### src/rtl/palette_fade_rotate_engine_defines.svh
// Assertion macros for the palette fade and rotate engine.
// Used by files that include this header; expects aclk and aresetn in scope.
`ifndef PALETTE_FADE_ROTATE_ENGINE_DEFINES_SVH
`define PALETTE_FADE_ROTATE_ENGINE_DEFINES_SVH
`ifndef SYNTHESIS
// Same-cycle implication, disabled during reset
`define PFR_ASSERT_IMP(lbl, ante, cons) \
    lbl: assert property (@(posedge aclk) disable iff (!aresetn) (ante) |-> (cons)) \
        else $error("pfr assertion failed");
// Next-cycle implication, disabled during reset
`define PFR_ASSERT_NXT(lbl, ante, cons) \
    lbl: assert property (@(posedge aclk) disable iff (!aresetn) (ante) |=> (cons)) \
        else $error("pfr assertion failed");
`else
`define PFR_ASSERT_IMP(lbl, ante, cons)
`define PFR_ASSERT_NXT(lbl, ante, cons)
`endif
`endif

### src/rtl/pfr_ram.sv
// Generic simple dual-port RAM: one write port, one read port, registered read.
// No dependencies.
`default_nettype none

module pfr_ram #(
    parameter int WIDTH = 18,
    parameter int DEPTH = 256,
    localparam int AW   = (DEPTH > 1) ? $clog2(DEPTH) : 1
) (
    input  wire logic             clk,
    input  wire logic             we,
    input  wire logic [AW-1:0]    waddr,
    input  wire logic [WIDTH-1:0] wdata,
    input  wire logic [AW-1:0]    raddr,
    output logic      [WIDTH-1:0] rdata
);

    logic [WIDTH-1:0] mem [DEPTH];
    logic [WIDTH-1:0] rdata_reg;

    // Write port and registered read port
    always_ff @(posedge clk) begin
        if (we) begin
            mem[waddr] <= wdata;
        end
        rdata_reg <= mem[raddr];
    end

    assign rdata = rdata_reg;

endmodule

`default_nettype wire

### config.mk
export PLATFORM = sky130hd
export DESIGN_NAME = pfr_ram
export DESIGN_NICKNAME = d
export VERILOG_FILES = /design/src/rtl/palette_fade_rotate_engine_defines.svh /design/src/rtl/pfr_ram.sv
export SDC_FILE = /design/constraint.sdc
export NUM_CORES = 2
export LEC_CHECK = 0
export BUFFER_PORTS_ARGS = -buffer_cell sky130_fd_sc_hd__buf_2
export CORE_ASPECT_RATIO = 0.5
export CORE_MARGIN = 5
export CORE_UTILIZATION = 39
export DETAILED_ROUTE_END_ITERATION = 10
export PLACE_DENSITY_LB_ADDON = 0.05
export SYNTH_ARGS = -nofsm -noshare
export SYNTH_HDL_FRONTEND = slang
export SYNTH_MEMORY_MAX_BITS = 65536
export SYNTH_SLANG_ARGS = --single-unit
### constraint.sdc
create_clock -name clk -period 2.9 [get_ports clk]
set_input_delay 0.29 -clock clk [delete_from_list [all_inputs] [get_ports clk]]
set_output_delay 0.29 -clock clk [all_outputs]
set_load 0.02 [all_outputs]
==> impl_metrics.csv <==
group,metric,value,unit
status,outcome,"finished clean",
timing,worst_pin_slew,1140,ps
floorplan,die_area,471000,sq um
worst_hold_path,min_delay_worst_endpoint,"mem[163][8]",
floorplan,start_util,0.392,
worst_setup_path,cpMaxStageDelayCell,"a22oi_1",
finish,layout.nets,9582,
power,p_leak,68.0,nW
clocking,cts_buffers,426,
global_route,grt_max_degree,96,
worst_setup_path,startpoint_type,"flop",
clocking,root_buffer,"clkbuf_16",
yosys,syn_area,178000,sq um
finish,syn_to_final_growth,18.1,%
worst_hold_path,hold_class,"input pin to flop",
yosys,synth_compound_area_frac,0.0341,
worst_setup_path,crit_type,"flop to flop",
worst_setup_path,cp-end-kind,"flop",
worst_setup_path,crit_required,3740,ps
yosys,ys_seq_area_frac,0.778,
yosys,synth_nets,8317,
power,p_seq_frac,0.527,
worst_hold_path,min-delay-start,"waddr[1]",
finish,post-route-util,0.463,
power,combPwrFrac,0.061,
timing,final.setup.tns,0,ps
timing,grt_setup_unrepaired,"no",
yosys,postSynthCellCount,8281,
yosys,synth-async-reset-ratio,0,
route,vias,90800,
timing,fmax,353,MHz
yosys,netlist.area_leader.share,0.776,
timing,slew_viol_final,0,
global_route,antenna_found_initial,38,
yosys,synthAdderAreaFrac,0,
route,vias_per_cell,5.67,
clocking,cts_setup_buffers,0,
floorplan,core_region_area,455000,sq um
global_route,grt_first_pass_wirelength,760000,microns
yosys,synth_ff_type,"edfxtp_1",
yosys,synth.ff_latch_count,4626,
floorplan,io_pins,54,
finish,largest_register_ffs,4608,
power,p_clk_frac,0.412,
yosys,synth-simple-area-share,0.0166,
yosys,synth_edf_count,4608,
finish,layout.cells.non_filler,16000,
place,io_buffers,53,
worst_setup_path,path_max_fanout,1,
clocking,clkSlewWorstSetupHoldPaths,70,ps
place,gp_congestion,0.815,
finish,fillers,38400,
worst_hold_path,hold_depth,4,
power,power_density,665,nW/um^2
worst_setup_path,path_cells,"mux4_2 > mux4_2 > a22oi_1 > a22o_1 > buf_12 > nor4_2",
floorplan,dieWidth,966,microns
clocking,cts_buffer_depth,4,
place,pre_cts_slack,-932,ps
worst_setup_path,critical-path-max-stage-delay,740,ps
power,p_sw,30.7,mW
timing,post-route-period-util,0.978,
floorplan,rows,175,
yosys,yosys_warnings,0,
worst_setup_path,worstPathArrival,3680,ps
route,drtIter0Drc,10000,
timing,worst_hold_slack,173,ps
finish,drive_gt1_frac,0.311,
global_route,grt_overflow_total,0,
route,drc_errors,0,
timing,setup_violations,0,
yosys,synth_top_area_cell,"edfxtp_1",
timing,worst_slack,64.4,ps
clocking,tritoncts,"yes",
route,wl,550000,microns
global_route,grtUsageTotal,0.230,
worst_setup_path,worst_r2r_endpoint,"rdata[13]",
yosys,synth_top_family_by_area,"multiplexers",
worst_setup_path,r2r-start,"mem[59][13]",
finish,final_cell_mix,"4608 x edfxtp_1, 1032 x buf_4, 864 x mux4_2",
clocking,clk_latency,970,ps
finish,final_common_cell,"edfxtp_1",
floorplan,fp.dieH,488,microns
power,switching_share,0.220,
place,dp.cells,15200,
global_route,grt_pass1_vias,90300,
yosys,synth_xor_area_frac,0,
worst_setup_path,r2r_slack,60,ps
yosys,synth_area_leaders,"edfxtp_1 78%, mux4_2 11%, mux2i_1 4.4%, o221ai_1 1.6%, o22ai_1 0.84%",
power,internal_power,109,mW
route,wl_per_cell,34.4,microns
run,drv_cap,0,
timing,finalClockSkew,54.5,ps
power,ir_drop,0.512,mV
place,hpwl,345000,microns
worst_setup_path,cp_common_cell,"mux4_2",
yosys,ys_types,41,
route,drtPass1Iterations,5,
clocking,htree_levels,5,
timing,slew_headroom,0.241,
timing,finalHoldViolCount,0,
yosys,synth.area.mux_share,0.154,
yosys,syn_avg_cell_area,21.5,sq um
timing,fin_crit,2840,ps
clocking,clkSinkCount,4626,
worst_setup_path,rr_worst_depth,6,
route,ant_nets,0,
## cells by family after synthesis
kind of cell	Yosys count
compound gates	862
buf+inv	500
flops	4626
mux	1656
simple gates	637
## cell type report
class                   count  area, sq um  share of cell area
multi-input cells        3155        37200               0.176
diodes                     11         27.5            0.000131
repair buffers           1333        13000              0.0619
flip-flops and latches   4626       139000               0.659
clock buffers             525        11300              0.0535
inverters                   4         27.5            0.000131
well taps                6106         7640              0.0363
clock inverters           247         2650              0.0126
## how the worst max path moves through the flow
stage	startpoint	endpoint	slack, ps	depth (start not counted)
2_1_floorplan	waddr[3]	mem[235][0]	360	6
3_3_place_gp	raddr[0]	rdata[7]	-940	14
3_5_place_dp	raddr[0]	rdata[7]	-930	14
4_1_cts	mem[245][7]	rdata[7]	50	9
5_1_grt	mem[51][1]	rdata[1]	70	6
6_report	mem[59][13]	rdata[13]	60	6
## critical path, delay by kind of cell (launching register included)
kind	cells	cell delay, ps
AOI/OAI and AO/OA	2	1110
buffers and inverters	1	160
DFF	1	360
muxes	2	1020
and+or+nand+nor	1	40
## what timing repair did
action                                 in CTS  in global routing
hold buffers                               18                  0
endpoints found under the hold margin    1178                  0
gates cloned                                0                  0
setup endpoints to repair                   1                  1
resized for setup                           1                  1
## per-layer routing
layer	part of all wire	vias to the layer above	GRT usage
li1	-	37700	-
met1	0.47	49800	0.357
met2	0.45	2759	0.348
met3	0.063	521	0.0371
met4	0.017	0	0.0371
met5	0	-	0
## synthesized netlist by cell type (15+ instances only)
library cell,count
a21oi_1,190
a22o_1,19
a22oi_1,51
a31oi_1,20
buf_1,35
buf_2,92
buf_4,33
buf_6,84
clkbuf_1,228
dfxtp_1,18
edfxtp_1,4608
mux2i_1,792
mux4_2,864
nand2_1,81
nand3_1,23
nand4_1,27
nor2_1,290
nor3_1,159
nor4_1,15
nor4_2,19
o221ai_1,317
o22ai_1,238
## metrics by stage
stage          total power [mW]  cell area (sq um)
2_1_floorplan              78.9             178000
3_3_place_gp               83.8             196000
3_5_place_dp               83.8             196000
4_1_cts                     141             211000
5_1_grt                     145             211000
6_report                    140             211000
## power groups by stage
stage	registers, mW	logic [mW]	clock network, mW
2_1_floorplan	75.2	3.67	0
3_3_place_gp	75.3	8.50	0
3_5_place_dp	75.3	8.54	0
4_1_cts	73.8	8.58	59.0
5_1_grt	73.7	8.94	61.8
6_report	73.8	8.50	57.6
Power figures use the tool's default switching activity.
