### src/rtl/palette_fade_rotate_engine_defines.svh
// Assertion macros for the palette fade and rotate engine.
// Used by files that include this header; expects aclk and aresetn in scope.
`ifndef PALETTE_FADE_ROTATE_ENGINE_DEFINES_SVH
`define PALETTE_FADE_ROTATE_ENGINE_DEFINES_SVH
`ifndef SYNTHESIS
// Same-cycle implication, disabled during reset
`define PFR_ASSERT_IMP(lbl, ante, cons) \
    lbl: assert property (@(posedge aclk) disable iff (!aresetn) (ante) |-> (cons)) \
        else $error("pfr assertion failed");
// Next-cycle implication, disabled during reset
`define PFR_ASSERT_NXT(lbl, ante, cons) \
    lbl: assert property (@(posedge aclk) disable iff (!aresetn) (ante) |=> (cons)) \
        else $error("pfr assertion failed");
`else
`define PFR_ASSERT_IMP(lbl, ante, cons)
`define PFR_ASSERT_NXT(lbl, ante, cons)
`endif
`endif

### src/rtl/pfr_pkg.sv
// Shared types, constants and helpers of the palette fade and rotate engine.
// No dependencies; imported by the scaler and the top level.
`default_nettype none

package pfr_pkg;

    localparam int ENTRY_COUNT = 256;
    localparam int ADDR_W      = (ENTRY_COUNT > 1) ? $clog2(ENTRY_COUNT) : 1;

    localparam logic [ADDR_W-1:0] LAST_ADDR = ADDR_W'(ENTRY_COUNT - 1);
    localparam logic [5:0]        LEVEL_MAX = 6'd63;

    // Command codes carried in s_tuser
    typedef enum logic [2:0] {
        MODE_WRITE  = 3'd0,
        MODE_READ   = 3'd1,
        MODE_FADE   = 3'd2,
        MODE_LIGHT  = 3'd3,
        MODE_ROTATE = 3'd4,
        MODE_CLEAR  = 3'd5
    } mode_t;

    // One palette entry, red in the top bits
    typedef struct packed {
        logic [5:0] red;
        logic [5:0] green;
        logic [5:0] blue;
    } entry_t;

    function automatic logic idx_in_range(logic [7:0] idx);
        return (32'(idx) < ENTRY_COUNT);
    endfunction

    function automatic logic [ADDR_W-1:0] to_addr(logic [7:0] idx);
        return ADDR_W'(idx);
    endfunction

endpackage

`default_nettype wire

### src/rtl/pfr_scaler.sv
// Shared level scaler: fades one entry toward black or lights it toward 63.
// Depends on pfr_pkg.
`default_nettype none

module pfr_scaler
    import pfr_pkg::*;
(
    input  wire entry_t     level_in,
    input  wire logic [5:0] amount,
    input  wire logic       light,
    output entry_t          level_out
);

    // Fade: (v*a)>>5. Light: v + (a*(63-v))>>5, which never passes 63 for a < 32;
    // a weight of 32 or more saturates the channel.
    function automatic logic [5:0] scale_ch(logic [5:0] v, logic [5:0] amt, logic lt);
        logic [5:0]  x;
        logic [10:0] p;
        logic [5:0]  q;
        x = lt ? (LEVEL_MAX - v) : v;
        p = 11'(x) * 11'(amt[4:0]);
        q = p[10:5];
        if (lt && amt[5]) begin
            return LEVEL_MAX;
        end else if (lt) begin
            return v + q;
        end
        return q;
    endfunction

    // Scale the three channels side by side
    always_comb begin
        level_out.red   = scale_ch(level_in.red,   amount, light);
        level_out.green = scale_ch(level_in.green, amount, light);
        level_out.blue  = scale_ch(level_in.blue,  amount, light);
    end

endmodule

`default_nettype wire

### config.mk
export PLATFORM = sky130hd
export DESIGN_NAME = pfr_scaler
export DESIGN_NICKNAME = d
export VERILOG_FILES = /design/src/rtl/palette_fade_rotate_engine_defines.svh /design/src/rtl/pfr_pkg.sv /design/src/rtl/pfr_scaler.sv
export SDC_FILE = /design/constraint.sdc
export NUM_CORES = 1
export LEC_CHECK = 0
export BUFFER_PORTS_ARGS = -buffer_cell sky130_fd_sc_hd__buf_2
export CAP_MARGIN = 10
export CORE_UTILIZATION = 57
export DETAILED_ROUTE_END_ITERATION = 7
export GPL_ROUTABILITY_DRIVEN = 0
export GPL_TIMING_DRIVEN = 0
export PLACE_DENSITY = 0.89
export SLEW_MARGIN = 20
export SYNTH_ARGS = -nofsm -noshare
export SYNTH_HDL_FRONTEND = slang
export SYNTH_SLANG_ARGS = --single-unit
### constraint.sdc
create_clock -name vclk -period 8.8
set_input_delay 1.76 -clock vclk [all_inputs]
set_output_delay 1.76 -clock vclk [all_outputs]
set_load 0.01 [all_outputs]
==> results.md, run 1 <==
* Outcome: complete, no violations
* XOR/XNOR Fraction of Synth Area at 10.1%
* Port buffer count at 42
* RSZ-0062 raised after global routing: yes
* ANT nets after route at 0
* Min-Delay Path Depth at 4
* Number of buffers and inverters on the critical path at 4
* Yosys cell types at 50
* Most used cell, CP: fa_1
* Die Area at 6500 um2
* Worst-path cell chain: buf_6 -> buf_12 -> xor2_2 -> nand2_1 -> fa_1 -> fa_1 -> fa_1 -> inv_1 -> ha_1 -> a21o_1 -> a21oi_2 -> a31oi_4 -> or2_4 -> xor2_1 -> ha_1 -> nand2_1 -> o211ai_1 -> a21oi_1 -> xnor2_2 -> a2111oi_4 -> a311oi_2 -> buf_2
* Iteration count of the initial detailed-routing pass at 5
* Seq cells at 0
* Die X at 80.6 um
* Synth area leaders: ha_1, fa_1, and2_1, xor2_1, inv_1
* Worst setup SP type: input pin
* Syn nets at 561
* Layout clock buffer count at 0
* Final wirelength at 9.39 mm
* Fin crit share at 98.2%
* CTS Hold Bufs at 0
* Via count at 3335
* Comb pwr share at 100.0%
* Cell Count, Final, Fillers Out at 552
* First-pass GRT wire length at 14.6 mm
* Average wire per standard cell at 17.0 um
* Hold WC Path Type: input pin to output port
* Largest net degree at the start of global routing at 11
* Worst Path Required at 7.04 ns
* Simple-Gate Fraction of Synth Area at 21.1%
* Worst-path fanout max at 10
* Hold Violations, Final at 0
* Cell area power density at 225 nW/um2
* Initial antenna violation count at 0
* Largest stage delay on the critical path at 0.54 ns
* Critical path class: input pin to output port
* Worst slew pin tran at 0.616 ns
* Synth Area in Compound Gates at 17.2%
* Largest family of logic cells by synthesized area: adder cells
* Layout Nets at 606
* Crit path max-delay family: adder cells
* Num ports at 43
* Count of final setup violators at 0
* Net Sw Power at 0.509 mW
* Total track usage at 28.3%
* Grt total ovfl at 0
* Mux cell area share after synthesis at 0%
* Final count of pins violating max slew at 0
* Register area share after synthesis at 0%
* CP Depth at 22
* P_leak at 2.11 nW
* Headroom to the max-slew limit at 58.9%
* Cell Rows at 28
* Yosys top cell by area: ha_1
* Max IR drop VDD at 210 uV
* Sequential power share at 0%
* Synth Area per Inst at 8.12 um2
* Core area at 5960 um2
* Critical path capture point type: output port
* DR DRC count at 0
* Register Area at 0 um2
* ANT cells at 0
* Critical path's slowest cell: fa_1
* Maxcap violations at 0
* Synth warnings at 0
* Die Y at 80.6 um
* Cells after DPL at 551
* Cells after Synth at 434
* Design Area, Final at 4060 um2
* DPL Wire Length at 7.16 mm
* Layout cells sized above 1 at 17.8%
* Placed inst area at 3830 um2
* Switching share of power at 55.8%
* Area growth syn-to-layout at 15.3%
* Data arrival, critical path at 6.88 ns
* Power share of the clock group at 0%
* Min cycle time layout at 8.64 ns
* Mapped cell area at 3520 um2
* Drt via density at 6.04
* Initial Utilization at 59.1%
* Post-synthesis adder-cell area fraction at 43.9%
* Peak Freq at 116 MHz
* Synth top area share at 23.4%
* DR iter-0 viols at 174
* Int Pwr at 0.403 mW
* Vias in the first global route at 3240
[cell usage after synthesis, types with 2 or more instances]
cell type	instances
o22a_1	7
nand2_1	56
o2111ai_2	2
nand4_1	2
nand3_1	3
nor3b_1	3
a22oi_1	3
a21o_1	9
a21oi_1	14
xor2_2	2
fa_1	36
xnor2_1	9
ha_1	66
o31ai_1	3
a31oi_1	4
and3_1	3
a211oi_1	6
clkbuf_1	10
o211ai_1	3
inv_1	59
and2_1	41
and3b_1	3
a2bb2oi_1	5
nor2b_1	2
nor2_1	15
xor2_1	28
nand2b_1	3
o21ai_0	10
o21a_1	6
[power by group through the flow]
stage / registers [mW] / logic, mW / clock network (mW)
floorplan: 0 / 0.633 / 0
global placement: 0 / 0.774 / 0
detailed placement: 0 / 0.819 / 0
CTS: 0 / 0.831 / 0
global route: 0 / 1.01 / 0
finish: 0 / 0.912 / 0
[cell usage in the layout, fill, tap and decap left out, types with 4 or more instances in the layout]
| cell | instances |
|---|---|
| o21ai_0 | 5 |
| a21o_1 | 9 |
| a211oi_1 | 4 |
| ha_1 | 66 |
| xor2_2 | 12 |
| nand2_1 | 56 |
| o22a_1 | 7 |
| xnor2_1 | 8 |
| inv_1 | 59 |
| a2bb2oi_1 | 5 |
| and2_1 | 41 |
| clkbuf_1 | 5 |
| a21oi_1 | 12 |
| o21a_1 | 6 |
| buf_2 | 42 |
| fa_1 | 36 |
| nor2_1 | 14 |
| xor2_1 | 16 |
[layout make-up]
type,instances,area (um2)
Timing Repair Buffer,43,218
Multi-Input combinational cell,364,3450
Buffer,11,80.1
Inverter,59,221
Tap cell,75,93.8
Fill cell,427,1890
[layer usage]
metal	part of all wire (%)	routed length (um)	track usage, %	up-vias
met5	0	0	0	-
met1	41	3830	37.9	1648
met3	6.5	607	1.70	27
li1	-	-	-	1549
met2	50	4700	49.7	111
met4	2.7	249	5.89	0
[logic make-up (layout without fill, tap and decap cells)]
kind of cell	count (synthesis)	in the layout
simple gates	142	142
fa+ha+maj	102	102
compound gates	81	81
buf+inv	70	113
xor+xnor	39	39
[metrics by stage]
| stage | TNS (ns) | power [mW] | setup slack (ns) | util (%) | hold WS [ns] |
|---|---|---|---|---|---|
| finish | 0 | 0.912 | 0.160 | 68.2 | 4.02 |
| global placement | -0.891 | 0.774 | -0.338 | 64.2 | 4.00 |
| global route | -0.187 | 1.01 | -0.0986 | 68.2 | 4.06 |
| detailed placement | -1.46 | 0.819 | -0.496 | 64.2 | 4.03 |
| CTS | -0.0764 | 0.831 | -0.0395 | 65.0 | 4.03 |
| floorplan | 0 | 0.633 | 0.261 | - | 3.75 |
[worst paths after layout]
kind   startpoint             to  slack [ns]
max         light  level_out[17]        0.16
min   level_in[6]   level_out[6]        4.02
[what timing repair did]
item,in CTS,in global routing
setup endpoints to repair,6,4
setup buffers,0,1
pin swaps,0,4
gates resized for setup,10,41
Note: power is estimated with default switching activity, not from simulation.
==> run 2: changes to the inputs <==
--- a/config.mk
+++ b/config.mk
@@ -7,11 +7,11 @@
 export LEC_CHECK = 0
 export BUFFER_PORTS_ARGS = -buffer_cell sky130_fd_sc_hd__buf_2
 export CAP_MARGIN = 10
-export CORE_UTILIZATION = 57
+export CORE_UTILIZATION = 45
 export DETAILED_ROUTE_END_ITERATION = 7
 export GPL_ROUTABILITY_DRIVEN = 0
 export GPL_TIMING_DRIVEN = 0
-export PLACE_DENSITY = 0.89
+export PLACE_DENSITY = 0.74
 export SLEW_MARGIN = 20
 export SYNTH_ARGS = -nofsm -noshare
 export SYNTH_HDL_FRONTEND = slang
==> results.md, run 2 (synthesis results as in run 1) <==
* Sum of negative setup slack at 0 ns (unchanged)
* Layout clock buffer count at 0 (unchanged)
* Final Core Density at 55.9% (-12 points)
* Die Area at 8180 um2 (+26%)
* Area growth syn-to-layout at 17.5%
* Min cycle time layout at 8.59 ns (-0.0495 ns)
* Worst slew pin tran at 0.649 ns (+0.0330 ns)
* Port buffer count at 42 (unchanged)
* Outcome: complete, no violations
* First-pass GRT wire length at 15.5 mm (+6.3%)
* Grt total ovfl at 0 (unchanged)
* Worst setup SP type: input pin
* Cells after DPL at 575 (+4.4%)
* Max IR drop VDD at 208 uV (-1.2%)
* Hold WC Path Type: input pin to output port
* Data arrival, critical path at 6.83 ns (-0.05 ns)
* Drt via density at 5.60 (-7.3%)
* Core area at 7410 um2 (+24%)
* Peak Freq at 116 MHz (+0.58%)
* ANT cells at 0 (unchanged)
* Seq cells at 0 (unchanged)
* DR DRC count at 0 (unchanged)
* Vias in the first global route at 3294 (+1.7%)
* Cell Rows at 31 (+11%)
* Initial antenna violation count at 0 (unchanged)
* Register Area at 0 um2 (unchanged)
* Layout Nets at 606 (unchanged)
* Min Hold Slack at 4.01 ns (-0.00892 ns)
* Critical path capture point type: output port
* Headroom to the max-slew limit at 56.7% (-2.2 points)
* Iteration count of the initial detailed-routing pass at 4 (-1)
* DR iter-0 viols at 139 (-20%)
* Maxcap violations at 0 (unchanged)
* Die X at 90.5 um (+12%)
* RSZ-0062 raised after global routing: yes
* Cell area power density at 220 nW/um2 (-1.9%)
* Worst Path Required at 7.04 ns (about the same)
* Hold Violations, Final at 0 (unchanged)
* Largest net degree at the start of global routing at 11 (unchanged)
* ANT nets after route at 0 (unchanged)
* Total track usage at 22.7% (-5.6 points)
* DPL Wire Length at 7.27 mm (+1.7%)
* Met1 GRT Util at 31.7% (-6.2 points)
* Fillers at 663 (+55%)
* Commonest non-fill, non-tap cell in the layout: ha_1
* Num ports at 43 (unchanged)
* Global Route met2 Usage at 39.1% (-11 points)
* Via count at 3225 (-3.3%)
* Most used routing layer: met2
* Fin crit share at 97.6% (-0.56 points)
* Initial Utilization at 47.5% (-12 points)
* Die Y at 90.5 um (+12%)
* Met3 global-route usage at 1.94% (+0.23 points)
* Final count of pins violating max slew at 0 (unchanged)
* Cell Count, Final, Fillers Out at 576 (+4.3%)
* Design Area, Final at 4140 um2 (+1.9%)
* Most frequent cells in the layout: ha_1, inv_1, nand2_1
* Placed inst area at 3860 um2 (+0.78%)
* Final wirelength at 9.11 mm (-2.9%)
* Average wire per standard cell at 15.8 um (-7.0%)
* Count of final setup violators at 0 (unchanged)
* Worst-path fanout max at 10 (unchanged)
* Final WS setup at 0.209 ns (+0.0495 ns)
* Pwr Total at 0.912 mW (about the same)
* P_leak at 2.12 nW (+0.44%)
* Critical path class: input pin to output port
* Layout cells sized above 1 at 18.2% (+0.42 points)
* Dpl ws at -0.589 ns (-0.0930 ns)
-- run 2: cell counts in the layout (fill, tap and decap cells not counted) --
No cell type changed its count.
-- run 2: layout make-up --
type	count	area (um2)	share of cell area [%]
Buffer	11	80.1	1.93
Inverter	59	221	5.35
Multi-Input combinational cell	364	3500	84.5
Tap cell	99	124	2.99
Timing Repair Buffer	43	218	5.26
-- run 2: power by group --
| group | total [mW] | switching (mW) | internal, mW | leakage, nW |
|---|---|---|---|---|
| clock network | 0 | 0 | 0 | 0 |
| registers | 0 | 0 | 0 | 0 |
| logic | 0.912 | 0.504 | 0.407 | 2.12 |
| total | 0.912 | 0.504 | 0.407 | 2.12 |
-- run 2: path summary, 6_finish.rpt --
check        start            to  slack (ns)  cells after the start
min    level_in[6]  level_out[6]        4.01                      4
max          light  level_out[5]        0.21                     22
-- run 2: timing repair --
item | in CTS | in global routing
setup buffers | 0 | 1
gates resized for setup | 16 | 38
pin swaps | 0 | 7
cloned | 0 | 0
hold endpoints to repair | 0 | 0
hold buffers | 0 | 0
setup endpoints to repair | 7 | 3
-- run 2: worst max-delay path: stages --
cell	delay (ns)
buf_6	0.15
buf_12	0.21
xor2_2	0.19
nand2_1	0.10
fa_1	0.51
fa_1	0.52
fa_1	0.54
inv_1	0.05
ha_1	0.30
a21o_1	0.22
a21oi_2	0.24
nand2_1	0.15
a21oi_1	0.24
xnor2_1	0.19
ha_1	0.33
o21ai_2	0.17
nor4b_1	0.06
nand4b_1	0.21
or2_2	0.29
a22oi_1	0.16
nor2b_1	0.08
buf_2	0.14
-- run 2: routing by layer --
layer / part of all wire, % / vias up
met5: 0 / -
met4: 1.9 / 0
met3: 4.1 / 18
met2: 48 / 90
met1: 46 / 1560
li1: - / 1557
==> run 3: changes to the inputs <==
--- a/config.mk
+++ b/config.mk
@@ -7,11 +7,13 @@
 export LEC_CHECK = 0
 export BUFFER_PORTS_ARGS = -buffer_cell sky130_fd_sc_hd__buf_2
 export CAP_MARGIN = 10
-export CORE_UTILIZATION = 45
+export CELL_PAD_IN_SITES_DETAIL_PLACEMENT = 1
+export CELL_PAD_IN_SITES_GLOBAL_PLACEMENT = 1
+export CORE_UTILIZATION = 42
 export DETAILED_ROUTE_END_ITERATION = 7
 export GPL_ROUTABILITY_DRIVEN = 0
 export GPL_TIMING_DRIVEN = 0
-export PLACE_DENSITY = 0.74
+export PLACE_DENSITY = 0.88
 export SLEW_MARGIN = 20
 export SYNTH_ARGS = -nofsm -noshare
 export SYNTH_HDL_FRONTEND = slang
==> results.md, run 3 (synthesis results as in run 1) <==
* Outcome: complete, no violations
* ANT cells at 0 (unchanged)
* Layout cells sized above 1 at 20.7% (+2.4 points)
* First-pass GRT wire length at 18.0 mm (+16%)
* Initial antenna violation count at 0 (unchanged)
* Seq cells at 0 (unchanged)
* Commonest non-fill, non-tap cell in the layout: ha_1
* Average wire per standard cell at 20.3 um (+28%)
* Design Area, Final at 4230 um2 (+2.1%)
* Final WS setup at 0.0366 ns (-0.172 ns)
* Die X at 93.6 um (+3.4%)
* Cell area power density at 240 nW/um2 (+9.1%)
* CTS Hold Bufs at 0 (unchanged)
* Most frequent cells in the layout: ha_1, inv_1, nand2_1
* Total track usage at 26.0% (+3.3 points)
* ANT nets after route at 0 (unchanged)
* Worst slew pin tran at 0.676 ns (+0.0261 ns)
* Data arrival, critical path at 7.00 ns (+0.17 ns)
* Register Area at 0 um2 (unchanged)
* Port buffer count at 42 (unchanged)
* Layout clock buffer count at 0 (unchanged)
* Die Area at 8760 um2 (+7.0%)
* Hold WC Path Type: input pin to output port
* Headroom to the max-slew limit at 55.0% (-1.7 points)
* Initial Utilization at 43.1% (-4.5 points)
* Min cycle time layout at 8.76 ns (+0.172 ns)
* Area growth syn-to-layout at 20.0%
* DPL Wire Length at 8.64 mm (+19%)
* Min Hold Slack at 4.01 ns (-0.00204 ns)
* Fillers at 989 (+49%)
* Worst setup SP type: input pin
* Critical path capture point type: output port
* Maxcap violations at 0 (unchanged)
* Peak Freq at 114 MHz (-2.0%)
* Iteration count of the initial detailed-routing pass at 4 (unchanged)
* CP endpoint: level_out[5]
* DR iter-0 viols at 157 (+13%)
* DR DRC count at 0 (unchanged)
* Dpl ws at -0.674 ns (-0.0857 ns)
* P_leak at 2.16 nW (+1.8%)
* Max IR drop VDD at 202 uV (-2.6%)
* Final Core Density at 51.7% (-4.2 points)
* Count of final setup violators at 0 (unchanged)
* Core area at 8180 um2 (+10%)
* Worst Path Required at 7.04 ns (about the same)
* Grt total ovfl at 0 (unchanged)
* Cell Rows at 33 (+6.5%)
* Vias in the first global route at 3841 (+17%)
* Largest net degree at the start of global routing at 11 (unchanged)
* Drt via density at 5.81 (+3.8%)
* Fin crit share at 99.6% (+2.0 points)
* Num ports at 43 (unchanged)
* Critical path class: input pin to output port
* RSZ-0062 raised after global routing: yes
* Hold Violations, Final at 0 (unchanged)
* Pwr Total at 1.02 mW (+11%)
* Worst-path fanout max at 10 (unchanged)
* Layout Nets at 613 (+1.2%)
* Crit path launch: light
* Placed inst area at 3860 um2 (+0.19%)
* Final wirelength at 12.0 mm (+31%)
* Via count at 3424 (+6.2%)
* Final count of pins violating max slew at 0 (unchanged)
* Die Y at 93.6 um (+3.4%)
-- run 3: changes by cell type in the layout (fill, tap and decap cells not counted), sizes merged --
cell | previous run | this run
buf | 46 | 52
clkbuf | 8 | 9
-- run 3: worst min-delay path by stage --
stage                      from            to  slack, ns  cells after the start
floorplan             amount[5]  level_out[3]       3.75                      2
global placement    level_in[6]  level_out[6]       4.00                      4
detailed placement  level_in[6]  level_out[6]       4.02                      4
CTS                 level_in[6]  level_out[6]       4.02                      4
global route        level_in[6]  level_out[6]       4.04                      4
finish              level_in[6]  level_out[6]       4.01                      4
-- run 3: what timing repair did --
item / in CTS / in global routing
pin swaps: 1 / 16
gates resized for setup: 28 / 28
setup endpoints to repair: 9 / 3
hold endpoints to repair: 0 / 0
setup buffers: 0 / 8
-- run 3: layout make-up --
cell class / instances / area, um2 / share of cell area (%)
multi-input cells: 364 / 3520 / 83.2
repair buffers: 50 / 270 / 6.40
well taps: 105 / 131 / 3.11
inverters: 59 / 221 / 5.24
plain buffers: 11 / 85.1 / 2.01
-- run 3: worst max-delay path: stages --
cell and delay [ns]:
buf_6 0.16, buf_8 0.21, xor2_1 0.55, nand2_1 0.19
fa_1 0.52, inv_1 0.06, fa_1 0.48, ha_1 0.31
ha_1 0.38, o21a_1 0.21, nor2_1 0.19, a31oi_1 0.12
a211oi_1 0.31, nor3_1 0.11, ha_1 0.37, nor3b_1 0.08
a31oi_1 0.14, nand4b_1 0.13, or2_2 0.29, a22oi_1 0.18
nor2b_1 0.08, buf_2 0.14
-- run 3: metrics by stage --
| stage | cells | setup TNS (ns) |
|---|---|---|
| 6_report | 589 | 0 |
| 3_3_place_gp | 581 | -1.28 |
| 4_1_cts | 581 | 0 |
| 5_1_grt | 589 | -0.329 |
| 3_5_place_dp | 581 | -2.67 |
| 2_1_floorplan | 434 | 0 |
-- run 3: metal layers --
metal  global-route usage [%]  vias to the layer above  part of all wire, %
met5                        0                        -                    0
met4                     6.15                        0                  2.7
li1                         -                     1561                    -
met1                     32.2                     1742                   41
met2                     48.6                       95                   51
met3                     2.11                       26                  4.7
-- run 3: power by group --
part	switching (mW)	internal, mW	leakage [nW]
clock	0	0	0
sequential	0	0	0
combinational	0.567	0.449	2.16
